File: config.mk
export PLATFORM = sky130hd
export DESIGN_NAME = gregorian_to_hebrew_date_top_flat
export DESIGN_NICKNAME = d
export VERILOG_FILES = /design/src/hw/rtl/g2h_pkg.sv /design/src/hw/rtl/g2h_if.sv /design/src/hw/rtl/g2h_datapath.sv /design/src/hw/rtl/g2h_ctrl.sv /design/src/hw/rtl/gregorian_to_hebrew_date_top.sv /design/src/flat_wrapper.sv
export SDC_FILE = /design/constraint.sdc
export NUM_CORES = 2
export LEC_CHECK = 0
export BUFFER_PORTS_ARGS = -buffer_cell sky130_fd_sc_hd__buf_2
export CELL_PAD_IN_SITES_DETAIL_PLACEMENT = 0
export CELL_PAD_IN_SITES_GLOBAL_PLACEMENT = 1
export CORE_UTILIZATION = 49
export CTS_CLUSTER_DIAMETER = 50
export DETAILED_ROUTE_END_ITERATION = 7
export GPL_TIMING_DRIVEN = 0
export HOLD_SLACK_MARGIN = 0.05
export PLACE_DENSITY = 0.92
export SLEW_MARGIN = 0
export SYNTH_ARGS = -nofsm -noshare
export SYNTH_HDL_FRONTEND = slang
export SYNTH_SLANG_ARGS = --single-unit
File: constraint.sdc
create_clock -name clk -period 13.9 [get_ports clk]
set_input_delay 0 -clock clk [delete_from_list [all_inputs] [get_ports clk]]
set_output_delay 0 -clock clk [all_outputs]
set_load 0.005 [all_outputs]
File: src/hw/rtl/g2h_pkg.sv
`timescale 1ns / 1ps
`default_nettype none
package g2h_pkg;
	localparam int YearMin  = 1900;
	localparam int YearMax  = 2399;
	localparam int HebOffset = 3760;
	localparam int Epoch    = -1373427;

	// Reciprocals for division by a constant: ceil(2^k / d).
	localparam int Recip100  = 5243;      // d = 100, k = 19
	localparam int WdRecip   = 1198373;   // d = 7, k = 23
	localparam int MonRecip  = 1766023;   // d = 19, k = 25
	localparam int PartRecip = 10604858;  // d = 405, k = 32
	localparam int D7Recip   = 4793491;   // d = 7, k = 25
	localparam int Recip19L  = 55189;     // d = 19, k = 20
	localparam int Recip10   = 205;       // d = 10, k = 11

	typedef struct packed {
		logic [11:0] cal_year;
		logic [3:0]  cal_month;
		logic [4:0]  cal_day;
	} g2h_req_t;

	typedef struct packed {
		logic [12:0] hebrew_year;
		logic [3:0]  hebrew_month;
		logic [4:0]  hebrew_day;
		logic [2:0]  weekday;
		logic        leap_flag;
	} g2h_rsp_t;

	typedef enum logic [3:0] {
		OP_NONE  = 4'd0,
		OP_LOAD  = 4'd1,
		OP_FIXQ  = 4'd2,
		OP_FIXD  = 4'd3,
		OP_WDQ   = 4'd4,
		OP_WDR   = 4'd5,
		OP_EMON  = 4'd6,
		OP_EPRT  = 4'd7,
		OP_EDAY  = 4'd8,
		OP_EQ7   = 4'd9,
		OP_EWR   = 4'd10,
		OP_NYEAR = 4'd11,
		OP_YSTEP = 4'd12,
		OP_MSTEP = 4'd13
	} g2h_op_t;

	typedef struct packed {
		g2h_op_t    op;
		logic [1:0] idx;
	} g2h_cmd_t;

	typedef struct packed {
		logic year_done;
		logic month_done;
	} g2h_sts_t;

	// Month start within year, days before Gregorian month (non-leap, Jan = 1).
	function automatic logic [8:0] month_start(input logic [3:0] m);
		logic [8:0] r;
		begin
			case (m)
				4'd1:    r = 9'd0;
				4'd2:    r = 9'd31;
				4'd3:    r = 9'd59;
				4'd4:    r = 9'd90;
				4'd5:    r = 9'd120;
				4'd6:    r = 9'd151;
				4'd7:    r = 9'd181;
				4'd8:    r = 9'd212;
				4'd9:    r = 9'd243;
				4'd10:   r = 9'd273;
				4'd11:   r = 9'd304;
				default: r = 9'd334;
			endcase
			return r;
		end
	endfunction

	function automatic logic heb_leap(input logic [12:0] y);
		logic [16:0] t;
		logic [11:0] q;
		logic [4:0]  r;
		begin
			t = 17'(y) * 17'd7 + 17'd1;
			q = 12'((34'(t) * 34'(Recip19L)) >> 20);
			r = 5'(t - 17'(q) * 17'd19);
			return r < 5'd7;
		end
	endfunction
endpackage
`default_nettype wire

File: src/hw/rtl/g2h_if.sv
`timescale 1ns / 1ps
`default_nettype none
interface g2h_in_if;
	logic valid;
	logic ready;
	g2h_pkg::g2h_req_t data;
	modport source (output valid, output data, input ready);
	modport sink (input valid, input data, output ready);
endinterface

interface g2h_out_if;
	logic valid;
	logic ready;
	g2h_pkg::g2h_rsp_t data;
	modport source (output valid, output data, input ready);
	modport sink (input valid, input data, output ready);
endinterface
`default_nettype wire

File: src/hw/rtl/g2h_datapath.sv
`timescale 1ns / 1ps
`default_nettype none
module g2h_datapath (
	input  wire logic              clk,
	input  wire g2h_pkg::g2h_cmd_t cmd,
	input  wire g2h_pkg::g2h_req_t req,
	output g2h_pkg::g2h_sts_t      sts,
	output g2h_pkg::g2h_rsp_t      rsp
);
	import g2h_pkg::*;

	logic [11:0] gy_q;
	logic [3:0]  gm_q;
	logic [4:0]  gd_q;
	logic [4:0]  gq_q;
	logic [4:0]  pq_q;
	logic [19:0] fixed_q;
	logic [16:0] wq_q;
	logic [2:0]  wd_q;
	logic [12:0] hy_q;
	logic [16:0] months_q;
	logic [29:0] parts_q;
	logic [21:0] days_q;
	logic [18:0] q7_q;
	logic [19:0] el_q [0:3];
	logic [19:0] ny_q [0:1];
	logic        leap_q;
	logic [19:0] rem_q;
	logic [3:0]  m_q;
	logic [8:0]  ylen_q;

	logic [11:0] gy;
	logic [3:0]  gm;
	logic [11:0] p;
	logic [6:0]  gr;
	logic        gleap;
	logic [21:0] fx;
	logic [12:0] ey;
	logic [20:0] num;
	logic [21:0] days1;
	logic [2:0]  r7;
	logic        post;
	logic [19:0] nyv;
	logic [5:0]  yq;
	logic [3:0]  ymod;
	logic [4:0]  mlen;
	logic [3:0]  mm;

	always_comb begin
		gy = req.cal_year;
		if (gy < 12'(YearMin)) gy = 12'(YearMin);
		if (gy > 12'(YearMax)) gy = 12'(YearMax);
		gm = req.cal_month;
		if (gm == 4'd0) gm = 4'd1;
		if (gm > 4'd12) gm = 4'd12;
	end

	always_comb begin
		p = gy_q - 12'd1;
		gr = 7'(gy_q - 12'(gq_q) * 12'd100);
		gleap = (gy_q[1:0] == 2'd0) && ((gr != 7'd0) || (gq_q[1:0] == 2'd0));
		fx = 22'(p) * 22'd365 + 22'(p[11:2]) - 22'(pq_q) + 22'(pq_q[4:2])
			+ 22'(month_start(gm_q)) + 22'(gd_q)
			+ ((gm_q > 4'd2 && gleap) ? 22'd1 : 22'd0);
	end

	// Elapsed days of year hy_q - 1 + idx, one step per cycle.
	always_comb begin
		ey = hy_q + 13'(cmd.idx) - 13'd1;
		num = 21'(ey) * 21'd235 - 21'd234;
		days1 = days_q + 22'd1;
		r7 = 3'(days1 - 22'(q7_q) * 22'd7);
		post = (r7 == 3'd0) || (r7 == 3'd3) || (r7 == 3'd5);
	end

	// New year of hy_q + idx from el_q[idx..idx+2].
	always_comb begin
		nyv = el_q[cmd.idx+2'd1];
		if (el_q[cmd.idx+2'd2] - el_q[cmd.idx+2'd1] == 20'd356)
			nyv = nyv + 20'd2;
		else if (el_q[cmd.idx+2'd1] - el_q[cmd.idx] == 20'd382)
			nyv = nyv + 20'd1;
	end

	always_comb begin
		yq = 6'((18'(ylen_q) * 18'(Recip10)) >> 11);
		ymod = 4'(ylen_q - 9'(yq) * 9'd10);
		mm = m_q;
		case (m_q)
			4'd0:    mlen = 5'd30;
			4'd1:    mlen = (ymod == 4'd5) ? 5'd30 : 5'd29;
			4'd2:    mlen = (ymod == 4'd3) ? 5'd29 : 5'd30;
			4'd3:    mlen = 5'd29;
			4'd4:    mlen = 5'd30;
			default: begin
				if (leap_q && m_q == 4'd5) mlen = 5'd30;
				else if (leap_q && m_q == 4'd6) mlen = 5'd29;
				else begin
					mm = leap_q ? m_q - 4'd7 : m_q - 4'd6;
					mlen = mm[0] ? 5'd29 : 5'd30;
				end
			end
		endcase
	end

	always_ff @(posedge clk) begin
		case (cmd.op)
			OP_LOAD: begin
				gy_q <= gy;
				gm_q <= gm;
				gd_q <= req.cal_day;
				hy_q <= 13'(gy) + 13'(HebOffset);
				m_q <= 4'd0;
			end
			OP_FIXQ: begin
				gq_q <= 5'((25'(gy_q) * 25'(Recip100)) >> 19);
				pq_q <= 5'((25'(p) * 25'(Recip100)) >> 19);
			end
			OP_FIXD: fixed_q <= 20'(fx);
			OP_WDQ: wq_q <= 17'((41'(fixed_q) * 41'(WdRecip)) >> 23);
			OP_WDR: wd_q <= 3'(fixed_q - 20'(wq_q) * 20'd7);
			OP_EMON: months_q <= 17'((42'(num) * 42'(MonRecip)) >> 25);
			OP_EPRT: parts_q <= 30'd12084 + 30'(months_q) * 30'd13753;
			OP_EDAY: days_q <= 22'(months_q) * 22'd29
				+ 22'((48'(parts_q[29:6]) * 48'(PartRecip)) >> 32);
			OP_EQ7: q7_q <= 19'((46'(days1) * 46'(D7Recip)) >> 25);
			OP_EWR: el_q[cmd.idx] <= 20'(days_q + 22'(post) + 22'(Epoch));
			OP_NYEAR: begin
				ny_q[cmd.idx[0]] <= nyv;
				leap_q <= heb_leap(hy_q);
			end
			OP_YSTEP: begin
				if (fixed_q >= ny_q[1]) hy_q <= hy_q + 13'd1;
				else if (fixed_q < ny_q[0]) hy_q <= hy_q - 13'd1;
				rem_q <= fixed_q - ny_q[0];
				ylen_q <= 9'(ny_q[1] - ny_q[0]);
			end
			OP_MSTEP: begin
				if (m_q < 4'd12 && rem_q >= 20'(mlen)) begin
					rem_q <= rem_q - 20'(mlen);
					m_q <= m_q + 4'd1;
				end
			end
			default: ;
		endcase
	end

	assign sts.year_done = (fixed_q < ny_q[1]) && (fixed_q >= ny_q[0]);
	assign sts.month_done = !(m_q < 4'd12 && rem_q >= 20'(mlen));
	assign rsp.hebrew_year = hy_q;
	assign rsp.hebrew_month = m_q;
	assign rsp.hebrew_day = 5'(rem_q + 20'd1);
	assign rsp.weekday = wd_q + 3'd1;
	assign rsp.leap_flag = leap_q;
endmodule
`default_nettype wire

File: src/hw/rtl/g2h_ctrl.sv
`timescale 1ns / 1ps
`default_nettype none
module g2h_ctrl (
	input  wire logic              clk,
	input  wire logic              arst_n,
	input  wire logic              in_valid,
	output logic                   in_ready,
	output logic                   out_valid,
	input  wire logic              out_ready,
	input  wire g2h_pkg::g2h_sts_t sts,
	output g2h_pkg::g2h_cmd_t      cmd
);
	import g2h_pkg::*;

	typedef enum logic [6:0] {
		ST_IDLE  = 7'b0000001,
		ST_FIX   = 7'b0000010,
		ST_ELAPS = 7'b0000100,
		ST_NYEAR = 7'b0001000,
		ST_YSTEP = 7'b0010000,
		ST_MSTEP = 7'b0100000,
		ST_DONE  = 7'b1000000
	} state_t;

	state_t     state_q;
	logic [1:0] idx_q;
	logic [2:0] step_q;

	always_comb begin
		cmd.op = OP_NONE;
		cmd.idx = idx_q;
		unique case (state_q)
			ST_IDLE:  cmd.op = in_valid ? OP_LOAD : OP_NONE;
			ST_FIX: begin
				unique case (step_q)
					3'd0:    cmd.op = OP_FIXQ;
					3'd1:    cmd.op = OP_FIXD;
					3'd2:    cmd.op = OP_WDQ;
					default: cmd.op = OP_WDR;
				endcase
			end
			ST_ELAPS: begin
				unique case (step_q)
					3'd0:    cmd.op = OP_EMON;
					3'd1:    cmd.op = OP_EPRT;
					3'd2:    cmd.op = OP_EDAY;
					3'd3:    cmd.op = OP_EQ7;
					default: cmd.op = OP_EWR;
				endcase
			end
			ST_NYEAR: cmd.op = OP_NYEAR;
			ST_YSTEP: cmd.op = OP_YSTEP;
			ST_MSTEP: cmd.op = OP_MSTEP;
			ST_DONE:  cmd.op = OP_NONE;
			default:  cmd.op = OP_NONE;
		endcase
	end

	assign in_ready = state_q == ST_IDLE;
	assign out_valid = state_q == ST_DONE;

	always_ff @(posedge clk or negedge arst_n) begin
		if (!arst_n) begin
			state_q <= ST_IDLE;
			idx_q <= 2'd0;
			step_q <= 3'd0;
		end else begin
			unique case (state_q)
				ST_IDLE: if (in_valid) begin
					state_q <= ST_FIX;
					idx_q <= 2'd0;
					step_q <= 3'd0;
				end
				ST_FIX: if (step_q == 3'd3) begin
					step_q <= 3'd0;
					state_q <= ST_ELAPS;
				end else begin
					step_q <= step_q + 3'd1;
				end
				ST_ELAPS: if (step_q == 3'd4) begin
					step_q <= 3'd0;
					if (idx_q == 2'd3) begin
						idx_q <= 2'd0;
						state_q <= ST_NYEAR;
					end else begin
						idx_q <= idx_q + 2'd1;
					end
				end else begin
					step_q <= step_q + 3'd1;
				end
				ST_NYEAR: if (idx_q == 2'd1) begin
					idx_q <= 2'd0;
					state_q <= ST_YSTEP;
				end else begin
					idx_q <= idx_q + 2'd1;
				end
				ST_YSTEP: state_q <= sts.year_done ? ST_MSTEP : ST_ELAPS;
				ST_MSTEP: if (sts.month_done) state_q <= ST_DONE;
				ST_DONE: if (out_ready) state_q <= ST_IDLE;
				default: state_q <= ST_IDLE;
			endcase
		end
	end

	a_no_accept_busy: assert property (@(posedge clk) disable iff (!arst_n)
		out_valid |-> !in_ready) else $error("accept while busy");
	a_done_hold: assert property (@(posedge clk) disable iff (!arst_n)
		out_valid && !out_ready |=> out_valid) else $error("result dropped");
	a_load_then_fix: assert property (@(posedge clk) disable iff (!arst_n)
		in_valid && in_ready |=> state_q == ST_FIX) else $error("bad start");
endmodule
`default_nettype wire

File: src/hw/rtl/gregorian_to_hebrew_date_top.sv
`timescale 1ns / 1ps
`default_nettype none
// Gregorian to Hebrew date converter. One request at a time: after a date is
// taken, FIXQ, FIXD, WDQ and WDR form the day count and weekday, then each
// Hebrew year try runs four elapsed-day evaluations (EMON, EPRT, EDAY, EQ7,
// EWR), the new years of two years and one compare; one or two tries are
// needed. The month walk steps one month at a time until the rest fits. The
// result holds until taken; the next request is accepted no earlier than the
// cycle after the result is taken.
module gregorian_to_hebrew_date_top (
	input wire logic clk,
	input wire logic arst_n,
	g2h_in_if.sink   in_ch,
	g2h_out_if.source out_ch
);
	import g2h_pkg::*;

	g2h_cmd_t cmd;
	g2h_sts_t sts;

	g2h_ctrl u_ctrl (
		.clk(clk), .arst_n(arst_n),
		.in_valid(in_ch.valid), .in_ready(in_ch.ready),
		.out_valid(out_ch.valid), .out_ready(out_ch.ready),
		.sts(sts), .cmd(cmd)
	);

	g2h_datapath u_dp (
		.clk(clk), .cmd(cmd), .req(in_ch.data), .sts(sts), .rsp(out_ch.data)
	);
endmodule
`default_nettype wire
File: src/flat_wrapper.sv
// flat-port wrapper written by rule: the top's interface ports become plain ports
module gregorian_to_hebrew_date_top_flat import g2h_pkg::*;
  (clk, arst_n, in_ch_valid, in_ch_data, in_ch_ready, out_ch_valid, out_ch_data, out_ch_ready);
  g2h_in_if in_ch_i ();
  g2h_out_if out_ch_i ();
  input wire logic clk;
  input wire logic arst_n;
  input wire logic [$bits(in_ch_i.valid)-1:0] in_ch_valid;
  input wire logic [$bits(in_ch_i.data)-1:0] in_ch_data;
  output wire logic [$bits(in_ch_i.ready)-1:0] in_ch_ready;
  output wire logic [$bits(out_ch_i.valid)-1:0] out_ch_valid;
  output wire logic [$bits(out_ch_i.data)-1:0] out_ch_data;
  input wire logic [$bits(out_ch_i.ready)-1:0] out_ch_ready;
  assign in_ch_i.valid = in_ch_valid;
  assign in_ch_i.data = in_ch_data;
  assign in_ch_ready = in_ch_i.ready;
  assign out_ch_valid = out_ch_i.valid;
  assign out_ch_data = out_ch_i.data;
  assign out_ch_i.ready = out_ch_ready;
  gregorian_to_hebrew_date_top u_core (.clk(clk), .arst_n(arst_n), .in_ch(in_ch_i), .out_ch(out_ch_i));
endmodule
==> run metrics <==
outcome=complete, no violations; Max transition margin=6.784%; Diodes inserted=0; DRC Markers=0; WP data required=14.25 ns; gpl congestion=0.9347; total CTS buffers=46; Hold Path Class=in2reg; Initial Utilization=49.39%; Worst path top cell family by delay=adder cells; vias post-DR=43.63k; fin. max-slew vios=0; Post-synth EDFFs=290; fraction of registers with async set/reset=3.859%; CP endpoint kind=flip-flop; CP max stage delay=0.56 ns; final core occ=53.18%; H-tree depth=2; IO buf count=52; row count=133; Non-Filler Cell Area, Final=69,910 um2; Worst Clk Skew=0.03703 ns; Clock transition at path regs=0.06 ns; fillcell total=11.32k; 1st-pass router iterations=7; Slowest-stage cell, CP=fa_1; register area share after synthesis=14.15%; Area Overhead vs Synth=7.664%; top-level port count=53; max cap viols=0; Synth Flop Type=edfxtp_1; Syn Inst Count=6,286; Worst Path Max Fanout=5; Die Footprint=134,000 um2; cell mode on critical path=inv_1; WS Path Type=reg2reg; Die Y=366.0 um; crit path launch type=flip-flop; initial drt markers=2,361; Overall Global Routing Usage=21.54%; Longest Clk Path Bufs=3; Final Cycle Share=95.85%; initial antenna violation count=5; hpwl dp=121,200 um; Area after DPL=67,450 um2; Fmax achieved=75.06 MHz; post-synthesis cell area=64,930 um2; Syn. warnings=0; clk_lat worst skew=0.62 ns; CTS root buf=clkbuf_16; Non-Filler Instances=8,243; Placed Cells=8,098; final count of hold timing violations=0; vias in the first global route=46.35k; CP arrival=13.68 ns; clk sink count=311; Die W=366.0 um; routed wire length=140,800 um; Final nets=8,805; register area=9191 um2; GRT overflow=0; largest net degree at the start of global routing=25; fraction of layout cells with a size suffix above 1=4.809%; Yosys cell types=82; Setup Viol. Count Final=0; Least-Margin Pin Slew=1.388 ns; antenna-violating nets left=0; worst path bufs/invs=15; Via density=5.293; CTS tree=yes; post-detailed-route wirelength per cell=17.08 um; post-synthesis register bit count=311; Mapped Avg Cell Area=10.33 um2; Tmin final=13.32 ns; first-pass GRT wire length=232,900 um; reg2reg setup slack=0.58 ns; Synth Net Count=8,640; core area=131,500 um2; Multi-input gate area=49,580 um2
==> synth_stat cells (all sizes together), types with 18 or more instances <==
cell,count,area share [%]
mux2i,19,0.29
mux4,55,1.9
fa,927,29
edfxtp,290,13
clkbuf,38,0.22
inv,1669,9.6
nand4,40,0.39
a21o,87,1.0
a21boi,18,0.21
a211oi,22,0.25
xor2,111,1.5
nand2,172,0.99
xnor2,259,3.5
or3,19,0.19
nor3,81,0.62
nor4,22,0.21
a31oi,23,0.22
a21oi,172,1.3
o211ai,22,0.26
and2,27,0.26
o21ai,138,1.1
and3,40,0.39
ha,1402,27
o21bai,23,0.27
o21a,36,0.42
nor2,220,1.3
nor2b,36,0.36
nand3,64,0.49
nand2b,42,0.40
==> placed cells by master (no fill, tap or decap), types with 18 or more instances in the layout <==
cell	Yosys	routed
a211oi_1	22	22
a21o_1	87	86
a21oi_1	172	171
a31oi_1	23	22
and2_1	27	27
and3_1	40	40
buf_2	3	52
buf_4	2	39
clkbuf_1	38	44
clkbuf_16	0	47
dlygate4sd3_1	0	31
edfxtp_1	290	290
fa_1	927	926
ha_1	1402	1400
inv_1	1669	1665
mux2i_1	19	19
mux4_2	55	55
nand2_1	172	172
nand2b_1	42	42
nand3_1	64	64
nand4_1	40	40
nor2_1	220	219
nor2b_1	35	35
nor3_1	81	80
nor4_1	22	18
o211ai_1	21	21
o21a_1	36	36
o21ai_0	138	137
o21bai_1	23	23
or3_1	18	18
xnor2_1	259	248
xor2_1	111	106
==> registers in the layout (all words and copies together) (netlist names), 7 cells and up, named ones only <==
register	cells
u_core.u_dp.el_q	80
u_core.u_dp.ny_q	40
u_core.u_dp.parts_q	24
u_core.u_dp.days_q	22
u_core.u_dp.fixed_q	20
u_core.u_dp.rem_q	20
u_core.u_dp.months_q	17
u_core.u_dp.hy_q	13
u_core.u_dp.gy_q	12
u_core.u_dp.ylen_q	9
u_core.u_ctrl.state_q	7
==> kinds of logic after synthesis <==
group	synth area share (%)
fa+ha+maj	55.60
compound gates	6.658
mux	2.357
simple gates	6.305
flops	14.15
buf+inv	9.938
xor+xnor	4.991
==> path summary, 6_finish.rpt <==
| path | startpoint | endpoint | cells after the start |
|---|---|---|---|
| worst max register to register | u_core.u_ctrl.idx_q[1] | u_core.u_dp.months_q[16] | 54 |
| worst min-delay path | in_ch_data[0] | u_core.u_dp.gd_q[0] | 2 |
| max in group asynchronous | arst_n | u_core.u_ctrl.idx_q[0] | 4 |
| worst max-delay path | u_core.u_ctrl.idx_q[1] | u_core.u_dp.months_q[16] | 54 |
| worst min register to register | u_core.u_ctrl.step_q[0] | u_core.u_ctrl.step_q[0] | 2 |
| min in group asynchronous | arst_n | u_core.u_ctrl.state_q[0] | 3 |
==> metrics by stage <==
stage	hold WS (ns)	worst slack, ns	TNS [ns]
global route	0.1241	-0.09355	-0.1738
finish	0.1210	0.5775	0
global placement	-0.09347	-2.156	-27.49
detailed placement	-0.09464	-2.400	-31.17
floorplan	-0.2956	0.06240	0
CTS	0.07656	0.01664	0
==> metal layers <==
layer  track usage (%)  vias to the layer above  wire [um]
li1                  -                    20770          -
met1             27.65                    21590      59560
met2             37.02                     1038      69040
met3             3.669                      239       7788
met4             6.606                        4       4350
met5                 0                        -         35
==> layout make-up <==
cell class              count  area share (%)
repair buffers            121           1.249
clock inverters            28          0.5065
flip-flops and latches    311           13.15
inverters                1669           8.978
clock buffers              57           1.720
well taps                1755           3.141
multi-input cells        4259           70.92
plain buffers              43          0.3347
==> repair_timing <==
| action | 4_1_cts | 5_1_grt |
|---|---|---|
| buffers inserted | 3 | 29 |
| setup endpoints to repair | 17 | 16 |
| hold buffers | 31 | 0 |
| gates cloned | 0 | 1 |
| pin swaps | 1 | 11 |
| resized for setup | 27 | 36 |
| endpoints found under the hold margin | 57 | 0 |
Power is left out: the tool's default activity adds up to more than one toggle a clock period on the data nets, which glitch-free logic cannot reach.
